### src/hdl/rrs_pkg.sv
`timescale 1ns / 1ps
// ----------------------------------------------------------------------------
// rrs_pkg
// Shared types and constants for the random-removal shuffle block.
// ----------------------------------------------------------------------------
package rrs_pkg;

  localparam int DATA_W       = 32;
  localparam int DRAW_W       = 16;
  localparam int REMAIN_W     = 5;
  localparam int STATUS_W     = 2;
  localparam int CAPACITY_DEF = 16;

  typedef enum logic {
    OP_LOAD = 1'b0,
    OP_POP  = 1'b1
  } opcode_t;

  typedef enum logic [STATUS_W-1:0] {
    ST_LOADED = 2'd0,
    ST_POPPED = 2'd1,
    ST_FULL   = 2'd2,
    ST_EMPTY  = 2'd3
  } status_t;

  typedef enum logic [1:0] {
    S_IDLE,
    S_DIVIDE,
    S_READ,
    S_FINISH
  } state_t;

  // controller to datapath
  typedef struct packed {
    logic capture;
    logic div_step;
    logic pop_commit;
    logic finish;
  } rrs_cmd_t;

  // datapath to controller
  typedef struct packed {
    logic pop_go;
    logic div_last;
    logic out_free;
  } rrs_sts_t;

endpackage

### src/hdl/rrs_if.sv
`timescale 1ns / 1ps
// ----------------------------------------------------------------------------
// rrs_in_if / rrs_out_if
// Valid/ready channels for command beats and result beats.
// ----------------------------------------------------------------------------
interface rrs_in_if;
  import rrs_pkg::*;

  logic                     valid;
  logic                     ready;
  logic                     opcode;
  logic signed [DATA_W-1:0] item_value;
  logic [DRAW_W-1:0]        random_number;

  modport source (output valid, output opcode, output item_value,
                  output random_number, input ready);
  modport sink   (input valid, input opcode, input item_value,
                  input random_number, output ready);
endinterface

interface rrs_out_if;
  import rrs_pkg::*;

  logic                     valid;
  logic                     ready;
  logic signed [DATA_W-1:0] popped_value;
  logic [STATUS_W-1:0]      status;
  logic [REMAIN_W-1:0]      remaining;

  modport source (output valid, output popped_value, output status,
                  output remaining, input ready);
  modport sink   (input valid, input popped_value, input status,
                  input remaining, output ready);
endinterface

### src/hdl/rrs_ctrl.sv
`timescale 1ns / 1ps
// ----------------------------------------------------------------------------
// rrs_ctrl
// Sequencer: accept, bit-serial remainder, read and close gap, emit result.
// ----------------------------------------------------------------------------
module rrs_ctrl (
  input  logic              clk,
  input  logic              rst_n,
  input  logic              in_valid,
  output logic              in_ready,
  input  rrs_pkg::rrs_sts_t sts,
  output rrs_pkg::rrs_cmd_t cmd
);
  import rrs_pkg::*;

  state_t state_r;
  state_t state_nxt;

  always_ff @(posedge clk) begin
    if (!rst_n) begin
      state_r <= S_IDLE;
    end else begin
      state_r <= state_nxt;
    end
  end

  always_comb begin
    state_nxt = state_r;
    cmd       = '0;
    in_ready  = 1'b0;
    unique case (state_r)
      S_IDLE: begin
        // no beat is taken while reset is held
        in_ready = rst_n;
        if (in_valid && rst_n) begin
          cmd.capture = 1'b1;
          state_nxt   = sts.pop_go ? S_DIVIDE : S_FINISH;
        end
      end
      S_DIVIDE: begin
        cmd.div_step = 1'b1;
        if (sts.div_last) begin
          state_nxt = S_READ;
        end
      end
      S_READ: begin
        cmd.pop_commit = 1'b1;
        state_nxt      = S_FINISH;
      end
      S_FINISH: begin
        if (sts.out_free) begin
          cmd.finish = 1'b1;
          state_nxt  = S_IDLE;
        end
      end
      default: begin
        state_nxt = S_IDLE;
      end
    endcase
  end

endmodule

### src/hdl/rrs_dp.sv
`timescale 1ns / 1ps
// ----------------------------------------------------------------------------
// rrs_dp
// Entry list, count, remainder unit and result register.
// ----------------------------------------------------------------------------
module rrs_dp #(
  parameter int CAPACITY = rrs_pkg::CAPACITY_DEF
) (
  input  logic                             clk,
  input  logic                             rst_n,
  input  logic                             in_opcode,
  input  logic signed [rrs_pkg::DATA_W-1:0] in_item_value,
  input  logic [rrs_pkg::DRAW_W-1:0]       in_random_number,
  output logic                             out_valid,
  input  logic                             out_ready,
  output logic signed [rrs_pkg::DATA_W-1:0] out_popped_value,
  output logic [rrs_pkg::STATUS_W-1:0]     out_status,
  output logic [rrs_pkg::REMAIN_W-1:0]     out_remaining,
  input  rrs_pkg::rrs_cmd_t                cmd,
  output rrs_pkg::rrs_sts_t                sts
);
  import rrs_pkg::*;

  localparam int CW  = $clog2(CAPACITY + 1);
  localparam int IW  = (CAPACITY > 1) ? $clog2(CAPACITY) : 1;
  localparam int BCW = $clog2(DRAW_W);

  logic [DATA_W-1:0]   ent_r [CAPACITY];
  logic [CW-1:0]       count_r;
  logic [CW-1:0]       count_nxt;
  logic                op_r;
  logic                pop_ok_r;
  logic [DATA_W-1:0]   item_r;
  logic [DRAW_W-1:0]   draw_r;
  logic [CW-1:0]       rem_r;
  logic [CW-1:0]       rem_nxt;
  logic [BCW-1:0]      bit_cnt_r;
  logic [DATA_W-1:0]   got_r;
  logic [CW:0]         trial;
  logic [IW-1:0]       idx;
  logic                full;
  logic                do_load;
  logic                out_valid_r;
  logic [DATA_W-1:0]   out_value_r;
  logic [STATUS_W-1:0] out_status_r;
  logic [REMAIN_W-1:0] out_remain_r;
  logic [31:0]         count_wide;

  assign full    = (count_r == CW'(CAPACITY));
  assign do_load = cmd.finish && (op_r == OP_LOAD) && !full;
  assign idx     = rem_r[IW-1:0];

  // one restoring step per draw bit, msb first
  always_comb begin
    trial = {rem_r, draw_r[DRAW_W-1]};
    if (trial >= {1'b0, count_r}) begin
      rem_nxt = CW'(trial - {1'b0, count_r});
    end else begin
      rem_nxt = CW'(trial);
    end
  end

  always_comb begin
    count_nxt = count_r;
    if (do_load) begin
      count_nxt = count_r + CW'(1);
    end else if (cmd.pop_commit) begin
      count_nxt = count_r - CW'(1);
    end
  end

  assign count_wide = 32'(count_nxt);

  assign sts.pop_go   = (in_opcode == OP_POP) && (count_r != '0);
  assign sts.div_last = (bit_cnt_r == BCW'(DRAW_W - 1));
  assign sts.out_free = !out_valid_r || out_ready;

  always_ff @(posedge clk) begin
    if (!rst_n) begin
      count_r     <= '0;
      out_valid_r <= 1'b0;
    end else begin
      count_r <= count_nxt;
      if (cmd.finish) begin
        out_valid_r <= 1'b1;
      end else if (out_ready) begin
        out_valid_r <= 1'b0;
      end
    end
  end

  always_ff @(posedge clk) begin
    if (cmd.capture) begin
      op_r      <= in_opcode;
      pop_ok_r  <= sts.pop_go;
      item_r    <= in_item_value;
      draw_r    <= in_random_number;
      rem_r     <= '0;
      bit_cnt_r <= '0;
    end else if (cmd.div_step) begin
      rem_r     <= rem_nxt;
      draw_r    <= {draw_r[DRAW_W-2:0], 1'b0};
      bit_cnt_r <= bit_cnt_r + BCW'(1);
    end
  end

  // read the chosen entry and shift the later ones down in the same beat
  always_ff @(posedge clk) begin
    if (cmd.pop_commit) begin
      got_r <= ent_r[idx];
      for (int k = 0; k < CAPACITY - 1; k++) begin
        if (k >= int'(idx)) begin
          ent_r[k] <= ent_r[k + 1];
        end
      end
    end
    if (do_load) begin
      ent_r[count_r[IW-1:0]] <= item_r;
    end
  end

  always_ff @(posedge clk) begin
    if (cmd.finish) begin
      out_remain_r <= count_wide[REMAIN_W-1:0];
      if (op_r == OP_LOAD) begin
        out_value_r  <= '0;
        out_status_r <= full ? ST_FULL : ST_LOADED;
      end else if (pop_ok_r) begin
        out_value_r  <= got_r;
        out_status_r <= ST_POPPED;
      end else begin
        out_value_r  <= '0;
        out_status_r <= ST_EMPTY;
      end
    end
  end

  assign out_valid        = out_valid_r;
  assign out_popped_value = out_value_r;
  assign out_status       = out_status_r;
  assign out_remaining    = out_remain_r;

  a_count_bound: assert property (@(posedge clk) disable iff (!rst_n)
    count_r <= CW'(CAPACITY))
    else $error("entry count beyond capacity");

  a_index_range: assert property (@(posedge clk) disable iff (!rst_n)
    cmd.pop_commit |-> (rem_r < count_r))
    else $error("pop index not below count");

  a_pop_dec: assert property (@(posedge clk) disable iff (!rst_n)
    cmd.pop_commit |=> (count_r == $past(count_r) - CW'(1)))
    else $error("pop did not remove exactly one entry");

  a_finish_out: assert property (@(posedge clk) disable iff (!rst_n)
    cmd.finish |=> out_valid_r)
    else $error("result register not loaded on finish");

endmodule

### src/hdl/random_removal_shuffle.sv
`timescale 1ns / 1ps
// ----------------------------------------------------------------------------
// random_removal_shuffle
// Holds up to CAPACITY values; a pop removes the entry at draw mod count and
// closes the gap, so popping all entries gives them in shuffled order.
//
//   channel   dir  handshake      beat contents
//   in_chan   in   valid/ready    opcode, item_value, random_number
//   out_chan  out  valid/ready    popped_value, status, remaining
//
// Load: accept, then result into the output register once it is free.
// Pop: accept, then the bit-serial remainder unit takes 16 steps, one per
//   draw bit, followed by one read-and-shift step, then the result.
// Pop from an empty list goes straight to the result like a load.
// Reset (rst_n low, synchronous) empties the list; no clearing pass.
// A stalled result holds in the output register; the next beat is accepted
//   meanwhile and waits only at its own result.
// ----------------------------------------------------------------------------
module random_removal_shuffle #(
  parameter int CAPACITY = rrs_pkg::CAPACITY_DEF
) (
  input logic  clk,
  input logic  rst_n,
  rrs_in_if.sink    in_chan,
  rrs_out_if.source out_chan
);
  import rrs_pkg::*;

  rrs_cmd_t cmd;
  rrs_sts_t sts;

  rrs_ctrl u_ctrl (
    .clk      (clk),
    .rst_n    (rst_n),
    .in_valid (in_chan.valid),
    .in_ready (in_chan.ready),
    .sts      (sts),
    .cmd      (cmd)
  );

  rrs_dp #(
    .CAPACITY (CAPACITY)
  ) u_dp (
    .clk              (clk),
    .rst_n            (rst_n),
    .in_opcode        (in_chan.opcode),
    .in_item_value    (in_chan.item_value),
    .in_random_number (in_chan.random_number),
    .out_valid        (out_chan.valid),
    .out_ready        (out_chan.ready),
    .out_popped_value (out_chan.popped_value),
    .out_status       (out_chan.status),
    .out_remaining    (out_chan.remaining),
    .cmd              (cmd),
    .sts              (sts)
  );

endmodule
### src/flat_wrapper.sv
// flat-port wrapper written by rule: the top's interface ports become plain ports
module random_removal_shuffle_flat import rrs_pkg::*;
#(
  parameter int CAPACITY = rrs_pkg::CAPACITY_DEF
)
  (clk, rst_n, in_chan_valid, in_chan_opcode, in_chan_item_value, in_chan_random_number, in_chan_ready, out_chan_valid, out_chan_popped_value, out_chan_status, out_chan_remaining, out_chan_ready);
  rrs_in_if in_chan_i ();
  rrs_out_if out_chan_i ();
  input logic clk;
  input logic rst_n;
  input wire logic [$bits(in_chan_i.valid)-1:0] in_chan_valid;
  input wire logic [$bits(in_chan_i.opcode)-1:0] in_chan_opcode;
  input wire logic [$bits(in_chan_i.item_value)-1:0] in_chan_item_value;
  input wire logic [$bits(in_chan_i.random_number)-1:0] in_chan_random_number;
  output wire logic [$bits(in_chan_i.ready)-1:0] in_chan_ready;
  output wire logic [$bits(out_chan_i.valid)-1:0] out_chan_valid;
  output wire logic [$bits(out_chan_i.popped_value)-1:0] out_chan_popped_value;
  output wire logic [$bits(out_chan_i.status)-1:0] out_chan_status;
  output wire logic [$bits(out_chan_i.remaining)-1:0] out_chan_remaining;
  input wire logic [$bits(out_chan_i.ready)-1:0] out_chan_ready;
  assign in_chan_i.valid = in_chan_valid;
  assign in_chan_i.opcode = in_chan_opcode;
  assign in_chan_i.item_value = in_chan_item_value;
  assign in_chan_i.random_number = in_chan_random_number;
  assign in_chan_ready = in_chan_i.ready;
  assign out_chan_valid = out_chan_i.valid;
  assign out_chan_popped_value = out_chan_i.popped_value;
  assign out_chan_status = out_chan_i.status;
  assign out_chan_remaining = out_chan_i.remaining;
  assign out_chan_i.ready = out_chan_ready;
  random_removal_shuffle #(.CAPACITY(CAPACITY)) u_core (.clk(clk), .rst_n(rst_n), .in_chan(in_chan_i), .out_chan(out_chan_i));
endmodule
### config.mk
export PLATFORM = sky130hd
export DESIGN_NAME = random_removal_shuffle_flat
export DESIGN_NICKNAME = d
export VERILOG_FILES = /design/src/hdl/rrs_pkg.sv /design/src/hdl/rrs_if.sv /design/src/hdl/rrs_ctrl.sv /design/src/hdl/rrs_dp.sv /design/src/hdl/random_removal_shuffle.sv /design/src/flat_wrapper.sv
export SDC_FILE = /design/constraint.sdc
export NUM_CORES = 1
export LEC_CHECK = 0
export ABC_AREA = 1
export BUFFER_PORTS_ARGS = -buffer_cell sky130_fd_sc_hd__buf_2
export CORE_UTILIZATION = 45
export CTS_BUF_LIST = sky130_fd_sc_hd__clkbuf_16
export DETAILED_ROUTE_END_ITERATION = 8
export SLEW_MARGIN = 20
export SYNTH_ARGS = -nofsm -noshare
export SYNTH_HDL_FRONTEND = slang
export SYNTH_SLANG_ARGS = --single-unit
### constraint.sdc
create_clock -name clk -period 5.68 [get_ports clk]
set_input_delay 0.852 -clock clk [delete_from_list [all_inputs] [get_ports clk]]
set_output_delay 0.852 -clock clk [all_outputs]
set_load 0.005 [all_outputs]
==> metrics.txt <==
crit path kind reg -> reg; area leader, netlist edfxtp_1; number of port buffers 93; worst path required time 5940 ps; Initial Utilization 45.9%; Layout Area Growth over Synthesis 9.46%; Async S/R FF share, synth 0%; critical path endpoint category flip-flop; endpoints failing setup 0; fmax 0.283 GHz; Die H 265 um; CTS resizes 0; Mapped Cells 3,320; DRT antenna net count 0; Core Area 67,800 um2; Area contributors post-synth edfxtp_1, nand2_1, o21ai_0, nor2_1, inv_1; Inserted Diodes 0; reg2reg setup slack 2150 ps; Post-CTS Setup Bufs 0; Synth Area in Compound Gates 9.68%; Syn Std Cell Area 31,100 um2; average wire per standard cell 18.1 um; Worst Path Max Fanout 65; CP cell instances inv_1 > ha_1 > nand2_2 > inv_2 > nand2_4 > nand2_4 > inv_4 > nand2_2 > o211ai_1 > buf_4; CTS root buffer clkbuf_16; hold_buf cts 0; vias after detailed routing 22.5k; num rows 95; largest family of logic cells by synthesized area simple AND/OR/NAND/NOR gates; Bufs on Longest Clock Path 3; initial antenna violation count 0; Post-synth EDFFs 633; Worst path max stage delay 630 ps; Max VDD drop 317 uV; Critical-path top delay cell o211ai_1; Hold/Removal Path Class in -> reg; most frequent cell after synthesis nand2_1; Final Hold Vio Count 0; Slew @ Worst Pin 1090 ps; hold path cells 1; share of cells above drive strength 1 8.38%; FF/Latch Area 19,400 um2; vias in the first global route 20.9k; Clock Latency Late Sink 600 ps; sequential fraction of the synthesis area 62.3%; post-synthesis mux area share 0.0322%; yosys warns 0; proportion of netlist area held by the largest area contributor 61.2%; Max transition margin 27.6%; clk_skew 19.2 ps; simple-gate share of the synthesized area 20.9%; Nets 3,364; max-cap violation count 0; # H-tree levels 3; RSZ-0062 raised after global routing false; Post-Synth XOR/XNOR Area 0.141%; First-pass DRT Iterations 6; Inst Count DP 4,093; CTS Sinks 650; syn_nets 3,390; status finished clean; #FFs+latches synth 650; first-pass GRT wire length 120,000 um; Final min period 3530 ps; syn avg cell area 9.36 um2; static leakage 13.9 nW; most common flop cell mapped by yosys edfxtp_1; fin crit share 62.1%; pwr dens 519 nW/um2; Worst-path clk slew 60 ps; multi-input logic area 9850 um2; gr usage total 21.8%; GP Congestion 0.871; CTS tree yes; DPL Wire Length 50,400 um; CTS buffer count 72; Post-Synth Adder-Cell Area 0.709%; Starting DRT DRC Count 2,727; number of distinct library cells after synthesis 33; Die Wd 265 um; Fill cells 6,165; via/cell ratio 5.35; full die area 70,100 um2; Commonest cells post-synth nand2_1, edfxtp_1, o21ai_0; residual DRC count 0; r2r worst-path depth 10; global route overflow 0; largest net degree at the start of global routing 129; Worst Path Arrival 3790 ps; fin cells 4,214; Slew Limit Fails 0; final setup TNS 0 ps; type of origin of the critical path flip-flop; drt total wl 76,200 um; Top-Level Pins 94
worst paths after layout:
path / from / end
max reg2reg: u_core.u_dp.count_r[0]$_SDFF_PN0_ / u_core.u_dp.ent_r[6][2]$_DFFE_PP_
min: in_chan_item_value[19] / u_core.u_dp.item_r[19]$_DFFE_PP_
min reg2reg: u_core.u_dp.item_r[26]$_DFFE_PP_ / u_core.u_dp.ent_r[15][26]$_DFFE_PP_
max: u_core.u_dp.count_r[0]$_SDFF_PN0_ / u_core.u_dp.ent_r[6][2]$_DFFE_PP_
worst max-delay path: cells and delay by family, from the launching register on:
family	cells	cell delay (ps)
simple gates	4	900
compound gates	1	630
buf+inv	4	890
fa+ha+maj	1	290
flops	1	450
through the flow:
step                power, W  hold slack (ps)  cell area (um2)  setup slack, ps  utilization [%]
global route          0.0187              409            34000             1880             50.2
CTS                   0.0177              398            34000             2190             50.2
global placement      0.0131              432            31800             2020             47.0
finish                0.0177              434            34000             2150             50.2
floorplan             0.0115              426            31100             1210                -
detailed placement    0.0133              432            31800             1900             47.0
metal layers:
layer | routed length (um) | vias to the layer above | share of wire (%) | GRT usage (%)
met3 | 6870 | 90 | 9.0 | 4.71
met2 | 31900 | 874 | 42 | 31.9
met4 | 1210 | 0 | 1.6 | 5.41
met5 | 0 | - | 0 | 0
li1 | - | 11046 | - | -
met1 | 36300 | 10539 | 48 | 32.9
cell usage in the layout (no fill, tap or decap):
| master | count |
|---|---|
| clkinv_1 | 14 |
| nor2_2 | 3 |
| mux2i_1 | 1 |
| edfxtp_1 | 633 |
| or2_2 | 6 |
| inv_1 | 224 |
| bufinv_16 | 6 |
| a22oi_1 | 1 |
| o211ai_1 | 17 |
| buf_12 | 1 |
| inv_4 | 2 |
| clkbuf_16 | 73 |
| nor3_1 | 5 |
| nand3_1 | 151 |
| clkinv_2 | 4 |
| fa_1 | 1 |
| nand2_4 | 4 |
| xor2_1 | 3 |
| o21ai_2 | 17 |
| inv_2 | 4 |
| ha_2 | 1 |
| o21ai_4 | 4 |
| dfxtp_1 | 15 |
| nand4_1 | 31 |
| nand2_1 | 1142 |
| dfxtp_4 | 2 |
| nand2_2 | 19 |
| xnor2_1 | 2 |
| nor2_4 | 4 |
| nor2_1 | 266 |
| buf_2 | 93 |
| buf_4 | 36 |
| o21ai_0 | 393 |
| a21oi_1 | 16 |
| clkinvlp_4 | 1 |
| o21ai_1 | 131 |
| ha_1 | 15 |
report_power, final:
| group | total [W] | internal, W | switching, W |
|---|---|---|---|
| sequential | 0.00801 | 0.00737 | 0.000638 |
| combinational | 0.00525 | 0.00148 | 0.00377 |
| clock | 0.00440 | 0.00258 | 0.00183 |
| total | 0.0177 | 0.0114 | 0.00623 |
state kept, by name, summed over array words and instances, names as in the netlist:
| signal | flops |
|---|---|
| u_core.u_dp.out_status | 2 |
| u_core.u_dp.draw_r | 16 |
| u_core.u_dp.got_r | 32 |
| u_core.u_dp.out_remaining | 5 |
| u_core.u_ctrl.state_r | 2 |
| u_core.u_dp.out_valid | 1 |
| u_core.u_dp.out_popped_value | 32 |
| u_core.u_dp.rem_r | 5 |
| u_core.u_dp.count_r | 5 |
| u_core.u_dp.ent_r | 512 |
| u_core.u_dp.op_r | 1 |
| u_core.u_dp.item_r | 32 |
| u_core.u_dp.pop_ok_r | 1 |
| u_core.u_dp.bit_cnt_r | 4 |
layout make-up:
cell class / instances / area share (%)
multi-input cells: 2233 / 29.0
well taps: 873 / 3.21
inverters: 207 / 2.30
repair buffers: 130 / 2.22
clock inverters: 48 / 1.02
flip-flops and latches: 650 / 56.9
clock buffers: 73 / 5.37
cell families (layout without fill, tap and decap cells):
family,count (synthesis),in the layout
simple gates,1631,1631
flops,650,650
compound gates,579,579
buf+inv,437,458
fa+ha+maj,17,17
xor+xnor,5,5
mux,1,1
(Power assumes the default switching activity.)
